<file path="config.mk">
export PLATFORM = sky130hd
export DESIGN_NAME = gtg_vec_cell
export DESIGN_NICKNAME = d
export VERILOG_FILES = /design/src/rtl/core/gtg_pkg.sv /design/src/rtl/core/gtg_vec_cell.sv
export SDC_FILE = /design/constraint.sdc
export NUM_CORES = 1
export LEC_CHECK = 0
export ABC_AREA = 1
export BUFFER_PORTS_ARGS = -buffer_cell sky130_fd_sc_hd__buf_2
export CAP_MARGIN = 10
export CORE_AREA = 5 5 215 217
export CTS_CLUSTER_SIZE = 8
export DETAILED_ROUTE_END_ITERATION = 10
export DIE_AREA = 0 0 220 222
export GPL_ROUTABILITY_DRIVEN = 0
export HOLD_SLACK_MARGIN = 0.15
export PLACE_DENSITY_LB_ADDON = 0.08
export SYNTH_ARGS = -nofsm -noshare
export SYNTH_HDL_FRONTEND = slang
export SYNTH_SLANG_ARGS = --single-unit
</file>
<file path="constraint.sdc">
create_clock -name clk -period 2.5 [get_ports clk]
set_input_delay 0.125 -clock clk [delete_from_list [all_inputs] [get_ports clk]]
set_output_delay 0.125 -clock clk [all_outputs]
set_load 0.05 [all_outputs]
</file>
<file path="src/rtl/core/gtg_pkg.sv">
`default_nettype none
package gtg_pkg;

  localparam int VEC_W      = 40;
  localparam int ANG_W      = 28;
  localparam int COS_W      = 33;
  localparam int CFG_IDX_W  = 3;
  localparam int CFG_DATA_W = 18;

  localparam logic [CFG_IDX_W-1:0] CFG_TURN_GAIN         = 3'd0;
  localparam logic [CFG_IDX_W-1:0] CFG_TURN_RATE_LIMIT   = 3'd1;
  localparam logic [CFG_IDX_W-1:0] CFG_SPEED_GAIN        = 3'd2;
  localparam logic [CFG_IDX_W-1:0] CFG_SPEED_LIMIT       = 3'd3;
  localparam logic [CFG_IDX_W-1:0] CFG_HEADING_CUTOFF    = 3'd4;
  localparam logic [CFG_IDX_W-1:0] CFG_CURVE_SPEED_FLOOR = 3'd5;

  localparam logic signed [ANG_W-1:0] PI_Q24       = 28'sd52707179;
  localparam logic signed [21:0]      PI_Q16       = 22'sd205887;
  localparam logic signed [21:0]      TWO_PI_Q16   = 22'sd411775;
  localparam logic [21:0]             HALF_PI_Q16  = 22'd102944;
  localparam logic [23:0]             INV_GAIN_Q24 = 24'd10188012;
  localparam logic signed [COS_W-1:0] INV_GAIN_Q30 = 33'sd652032874;
  localparam logic [16:0]             QUARTER_Q16  = 17'd16384;
  localparam logic [16:0]             ONE_Q16      = 17'd65536;
  localparam logic [33:0]             NEAR_DIST    = 34'd16384;
  localparam logic [16:0]             NEAR_FLOOR   = 17'd983;

  typedef struct packed {
    logic signed [18:0] yaw;
    logic               fin;
    logic               zero;
  } vec_side_t;

  typedef struct packed {
    logic [36:0]        v1;
    logic signed [17:0] w;
    logic               blocked;
    logic               big;
    logic               near;
  } rot_side_t;

  function automatic logic [23:0] atan_q24(input int i);
    logic [23:0] r;
    case (i)
      0: r = 24'd13176795;
      1: r = 24'd7778716;
      2: r = 24'd4110060;
      3: r = 24'd2086331;
      4: r = 24'd1047214;
      5: r = 24'd524117;
      6: r = 24'd262123;
      7: r = 24'd131069;
      8: r = 24'd65536;
      9: r = 24'd32768;
      10: r = 24'd16384;
      11: r = 24'd8192;
      12: r = 24'd4096;
      13: r = 24'd2048;
      14: r = 24'd1024;
      15: r = 24'd512;
      16: r = 24'd256;
      17: r = 24'd128;
      18: r = 24'd64;
      19: r = 24'd32;
      20: r = 24'd16;
      21: r = 24'd8;
      22: r = 24'd4;
      23: r = 24'd2;
      default: r = 24'd0;
    endcase
    return r;
  endfunction

endpackage
`default_nettype wire

</file>
<file path="src/rtl/core/gtg_vec_cell.sv">
`default_nettype none
module gtg_vec_cell #(
  parameter int STAGE = 0
) (
  input  wire logic                                 clk,
  input  wire logic                                 rst,
  input  wire logic                                 en,
  input  wire logic                                 vin,
  input  wire logic signed [gtg_pkg::VEC_W-1:0]     xin,
  input  wire logic signed [gtg_pkg::VEC_W-1:0]     yin,
  input  wire logic signed [gtg_pkg::ANG_W-1:0]     zin,
  input  wire gtg_pkg::vec_side_t                   sin,
  output logic                                      vout,
  output logic signed [gtg_pkg::VEC_W-1:0]          xout,
  output logic signed [gtg_pkg::VEC_W-1:0]          yout,
  output logic signed [gtg_pkg::ANG_W-1:0]          zout,
  output gtg_pkg::vec_side_t                        sout
);

  localparam logic signed [gtg_pkg::ANG_W-1:0] ANG =
    $signed({4'b0000, gtg_pkg::atan_q24(STAGE)});

  logic signed [gtg_pkg::VEC_W-1:0] xs, ys, x_next, y_next;
  logic signed [gtg_pkg::ANG_W-1:0] z_next;

  always_comb begin
    xs = xin >>> STAGE;
    ys = yin >>> STAGE;
    if (!yin[gtg_pkg::VEC_W-1]) begin
      x_next = xin + ys;
      y_next = yin - xs;
      z_next = zin + ANG;
    end else begin
      x_next = xin - ys;
      y_next = yin + xs;
      z_next = zin - ANG;
    end
  end

  always_ff @(posedge clk) begin
    if (rst) begin
      vout <= 1'b0;
    end else if (en) begin
      vout <= vin;
    end
    if (en) begin
      xout <= x_next;
      yout <= y_next;
      zout <= z_next;
      sout <= sin;
    end
  end

endmodule
`default_nettype wire

</file>
# After elaboration in Yosys (flattened, before gate mapping)
# Cells that the tools add are included.
dict set report word_totals {
  in_bits 133
  word_cells 15
  regBits 130
  output_inout_bits 130
}
dict set report classes {
  n_mux 3
  addsub 5
}
# cell n
set ops {}
lappend ops {{$mux 40} 2}
lappend ops {{$sub 40x40->40} 2}
lappend ops {{$add 40x40->40} 1}
lappend ops {{$add 28x25->28 const B} 1}
lappend ops {{$mux 28} 1}
lappend ops {{$sub 28x25->28 const B} 1}

# Logic depth before layout (Yosys ltp)
dict set report depth {
  ltp_word 2
  depth_mapped 17
  depth_no_buf 16
}

# Worst setup path after synthesis
# Ideal clock, no wire load.
dict set report synth_timing {
  path_type {input to register}
  from {input yin[39] (netlist bit)}
  to {register zout[23] (netlist bit) (data pin)}
  arrival_ps 2330
  slack_ps -89
  path_buffers 2
  path_stages 10
  required_time_ps 2241
  setup_time_ps 259
  path_cell_list {inv_1 > clkbuf_1 > clkbuf_1 > ha_1 > a21oi_1 > a21boi_1 > o21ai_0 > nand2_1 > nand2_1 > xor2_1}
}
dict set report synth_via {
  elab_chain_cells 1
}
# element line_no
set synth_lines {}
lappend synth_lines {{from (decl)} gtg_vec_cell.sv:10} ;# input wire logic signed [gtg_pkg::VEC_W-1:0] yin,
lappend synth_lines {{$mux 28} gtg_vec_cell.sv:29} ;# if (!yin[gtg_pkg::VEC_W-1]) begin
lappend synth_lines {{via z_next (one bit)} gtg_vec_cell.sv:24} ;# logic signed [gtg_pkg::ANG_W-1:0] z_next;
lappend synth_lines {{to (signal assigned)} gtg_vec_cell.sv:49} ;# zout <= z_next;
lappend synth_lines {{to (decl)} gtg_vec_cell.sv:16} ;# output logic signed [gtg_pkg::ANG_W-1:0] zout,
# The timed path passes the listed nets, and every way through them passes these cells.
# A chain may end at the register's enable or synchronous reset.

# Worst setup path in the final report
dict set report layout_timing {
  from {input xin[6] (netlist bit)}
  to {register xout[36] (netlist bit) (data pin)}
}
dict set report layout_via {
  elab_chain_cells 2
  word_cells_on_any_way 3
  classes_between {2 x add/sub; 1 x mux}
}
# element line_no
set layout_lines {}
lappend layout_lines {{from (decl)} gtg_vec_cell.sv:9} ;# input wire logic signed [gtg_pkg::VEC_W-1:0] xin,
lappend layout_lines {{$add 40x40->40 or $sub 40x40->40 (tied branches)} {gtg_vec_cell.sv:30, gtg_vec_cell.sv:34}}
lappend layout_lines {{$mux 40 (*)} gtg_vec_cell.sv:29}
lappend layout_lines {{via x_next (one bit)} gtg_vec_cell.sv:23} ;# logic signed [gtg_pkg::VEC_W-1:0] xs, ys, x_next, y_next;
lappend layout_lines {{to (signal assigned)} gtg_vec_cell.sv:47} ;# xout <= x_next;
lappend layout_lines {{to (decl)} gtg_vec_cell.sv:14} ;# output logic signed [gtg_pkg::VEC_W-1:0] xout,
# Mark *: on every way through the listed nets, which the timed path passes. The rest lies on a longest branch.

==> metrics.log <==
INFO  metric post_cts_hold_buffer_count = 39
INFO  metric crit_type = in2reg
INFO  metric cts_resized = 0
INFO  metric drt-pass1-iter-count = 5
INFO  metric leakagePower = 0.00974 uW
INFO  metric number_of_antenna_violations_at_the_first_check_in_global_routing = 1
INFO  metric hold_path.class = in2reg
INFO  metric synthFlopType = sky130_fd_sc_hd__edfxtp_1
INFO  metric cts_sinks = 129
INFO  metric rsz_0062_raised_after_global_routing = no
INFO  metric synth_area_per_cell = 6.49 sq um
INFO  metric final_cell_mix = 752 x sky130_fd_sc_hd__nand2_1, 375 x sky130_fd_sc_hd__inv_1, 260 x sky130_fd_sc_hd__buf_2
INFO  metric instances_no_fill = 3310
INFO  metric synth_enable_flop_cells = 128
INFO  metric final_skew = 0 ns
INFO  metric vias = 16.2k
INFO  metric final.min_clock_period = 2.25 ns
INFO  metric hold_violations = 0
INFO  metric nFillCells = 4771
INFO  metric ant_nets = 0
INFO  metric die_height = 222 um
INFO  metric grt_pass1_wl = 90700 um
INFO  metric floorplan.io_pins = 263
INFO  metric std_cell_rows = 77
INFO  metric post-synth-top-area-cell = sky130_fd_sc_hd__edfxtp_1
INFO  metric endpoint_of_the_most_critical_register_to_register_path = vout$_SDFFE_PP0P_
INFO  metric setup.worst_path.end_class = flop
INFO  metric dp_hpwl = 50000 um
INFO  metric dieWidth = 220 um
INFO  metric worst_pin_slew = 1.05 ns
INFO  metric crit_arrival = 2.49 ns
INFO  metric vdd_drop_max = 480 uV
INFO  metric slew-limit-headroom = 29.9%
INFO  metric hold-path-cell-count = 3
INFO  metric worstPathRequired = 2.73 ns
INFO  metric clock-root-buffer = sky130_fd_sc_hd__clkbuf_16
INFO  metric synth_seq_cells = 129
INFO  metric post-route-util = 42.4%
INFO  metric cts.reportedPaths.clkPinSlew = 0.06 ns
INFO  metric yosys.area.top_type_share = 25.3%
INFO  metric synthesis.nets = 2620
INFO  metric layout-area-overhead-vs-synth = 22.7%
INFO  metric clk_latency = 0.47 ns
INFO  metric drt_first_iter_violations = 1328
INFO  metric grt_max_degree = 84
INFO  metric route.detailed.drc = 0
INFO  metric wire_per_inst = 18.1 um
INFO  metric critPathMaxFanout = 10
INFO  metric final_net_count = 2984
INFO  metric viasPerCell = 4.89
INFO  metric floorplan.initialDensity = 34.6%
INFO  metric placedInstanceArea = 17600 sq um
INFO  metric die_area = 48800 sq um
INFO  metric postCtsSetupBuffers = 0
INFO  metric placed_cells_incl_taps = 3238
INFO  metric most_common_cell_after_layout_fill_and_taps_aside = sky130_fd_sc_hd__nand2_1
INFO  metric grt_use_total = 24.1%
INFO  metric cts_inserted_buffers = 17
INFO  metric finalSetupViolCount = 0
INFO  metric cts_tree = built
INFO  metric cts.path.max_buffers = 2
INFO  metric worstHoldEndpoint = zout[17]$_DFFE_PP_
INFO  metric drt_wl_total = 59900 um
INFO  metric fmaxAchievable = 444 MHz
INFO  metric count_of_buffers_from_port_buffering = 262
INFO  metric synthesized_cell_area = 15200 sq um
INFO  metric first_global_vias = 16.2k
INFO  metric grt-ovfl-total = 0
INFO  metric synthCells = 2340
INFO  metric outcome = finished clean
INFO  metric synth-async-reset-ratio = 0%
INFO  metric h-tree-depth = 4
INFO  metric layout.cell_area.non_filler = 18600 sq um
INFO  metric regToRegSetupSlack = 1.33 ns
INFO  metric start_kind = primary input
INFO  metric sequential_share_of_the_synthesized_area = 25.4%
INFO  metric yosysUniqueCellTypes = 44
INFO  metric fraction_of_layout_cells_with_a_size_suffix_above_1 = 18.7%
INFO  metric timing.max_cap.violations = 0
INFO  metric timing.critical_path.from = xin[6]
INFO  metric worst_r2r_startpoint = vout$_SDFFE_PP0P_
INFO  metric slew_viols_final = 0
INFO  metric ys_top_cells_by_area = sky130_fd_sc_hd__edfxtp_1 25%, sky130_fd_sc_hd__nand2_1 19%, sky130_fd_sc_hd__ha_1 12%
INFO  metric worst_hold_startpoint = zin[17]
INFO  metric ys.warnings.count = 0
INFO  metric hold_worst_slack = 0.186 ns
INFO  metric fp.coreArea = 43900 sq um
INFO  metric logic_depth_of_the_worst_register_to_register_path = 3
INFO  metric period_share = 90.2%
INFO  metric pwrdens = 551 nW/um^2
## kinds of logic (layout without fill, tap and decap cells)
logic type      count (synthesis)  after routing  synth area share [%]
mux                             1              1                0.0659
buf+inv                       444            821                  12.1
flops                         129            129                  25.4
other cells                     0              1                     0
compound gates                315            315                  11.6
xor+xnor                       56             56                  3.23
simple gates                 1248           1248                  35.3
fa+ha+maj                     147            147                  12.3
## flip-flops by register name (all words and copies together), names as in the netlist
name,count
yout,39
zout,28
sout,21
xout,40
vout,1
## report_power, final
group          internal (uW)  switching, uW
registers               2770           87.3
logic                   1330           3380
clock network           1570           1120
total                   5670           4590
## routing by layer
| layer | wire length, um | track usage (%) | up-vias |
|---|---|---|---|
| met5 | 0 | 0 | - |
| met4 | 1690 | 7.99 | 0 |
| met3 | 3300 | 3.69 | 77 |
| met2 | 28000 | 40.9 | 501 |
| met1 | 26800 | 31.2 | 7453 |
| li1 | - | - | 8158 |
## critical path, cell delays in order
cell and delay [ns]:
sky130_fd_sc_hd__buf_2 0.11, sky130_fd_sc_hd__inv_1 0.04, sky130_fd_sc_hd__ha_1 0.51, sky130_fd_sc_hd__nand2_2 0.16, sky130_fd_sc_hd__nor2_1 0.14, sky130_fd_sc_hd__buf_4 0.14
sky130_fd_sc_hd__nand2_1 0.07, sky130_fd_sc_hd__nor2_1 0.51, sky130_fd_sc_hd__nand2_1 0.13, sky130_fd_sc_hd__nand3_2 0.19, sky130_fd_sc_hd__nand2_1 0.10, sky130_fd_sc_hd__nand2_1 0.07
sky130_fd_sc_hd__nand2_1 0.04, sky130_fd_sc_hd__nand3_1 0.07, sky130_fd_sc_hd__nand2_1 0.07
## layout make-up
type	count	area (sq um)	share of cell area, %
multi-input cells	1767	9490	50.9
repair buffers	399	2470	13.3
well taps	592	741	3.98
clock inverters	13	163	0.873
flip-flops and latches	129	3860	20.7
clock buffers	19	433	2.32
inverters	390	1470	7.87
diodes	1	2.50	0.0134
## stage by stage
stage                     TNS (ns)  power (uW)  setup slack, ns
final                            0       10300            0.246
after global routing             0       10800            0.124
after CTS                        0       10300            0.340
after detailed placement    -0.309        7530           -0.184
after global placement      -0.334        7530           -0.173
after floorplan                  0        6040            0.218
## cells in the mapped netlist (2+ instances only)
library cell / number
sky130_fd_sc_hd__nand2_1: 752
sky130_fd_sc_hd__a21oi_2: 6
sky130_fd_sc_hd__xnor2_1: 7
sky130_fd_sc_hd__buf_2: 10
sky130_fd_sc_hd__edfxtp_1: 128
sky130_fd_sc_hd__nor4_1: 4
sky130_fd_sc_hd__nor2_2: 33
sky130_fd_sc_hd__a21oi_1: 153
sky130_fd_sc_hd__nand3_2: 8
sky130_fd_sc_hd__nand4_1: 15
sky130_fd_sc_hd__nand3_1: 193
sky130_fd_sc_hd__a31oi_1: 3
sky130_fd_sc_hd__and2_1: 8
sky130_fd_sc_hd__o21ai_1: 10
sky130_fd_sc_hd__a21o_1: 3
sky130_fd_sc_hd__nor3_2: 4
sky130_fd_sc_hd__nand2_4: 5
sky130_fd_sc_hd__o21bai_2: 2
sky130_fd_sc_hd__buf_4: 29
sky130_fd_sc_hd__xor2_1: 49
sky130_fd_sc_hd__clkbuf_1: 9
sky130_fd_sc_hd__o22ai_1: 9
sky130_fd_sc_hd__o21bai_1: 23
sky130_fd_sc_hd__o21a_1: 4
sky130_fd_sc_hd__nand2_2: 26
sky130_fd_sc_hd__fa_1: 4
sky130_fd_sc_hd__ha_1: 143
sky130_fd_sc_hd__inv_2: 13
sky130_fd_sc_hd__o21ai_0: 88
sky130_fd_sc_hd__o211ai_2: 4
sky130_fd_sc_hd__buf_6: 6
sky130_fd_sc_hd__nor2_1: 175
sky130_fd_sc_hd__or2_0: 3
sky130_fd_sc_hd__nor3_1: 11
sky130_fd_sc_hd__nor2_4: 10
sky130_fd_sc_hd__o211ai_1: 3
sky130_fd_sc_hd__inv_1: 376
sky130_fd_sc_hd__o21ai_2: 5
## worst max-delay path by stage
stage | end | cells past startpoint
4_1_cts | xout[36]$_DFFE_PP_ | 15
3_3_place_gp | xout[36]$_DFFE_PP_ | 15
3_5_place_dp | xout[36]$_DFFE_PP_ | 15
5_1_grt | xout[36]$_DFFE_PP_ | 15
6_report | xout[36]$_DFFE_PP_ | 15
2_1_floorplan | zout[23]$_DFFE_PP_ | 10
Power figures use the tool's default switching activity.
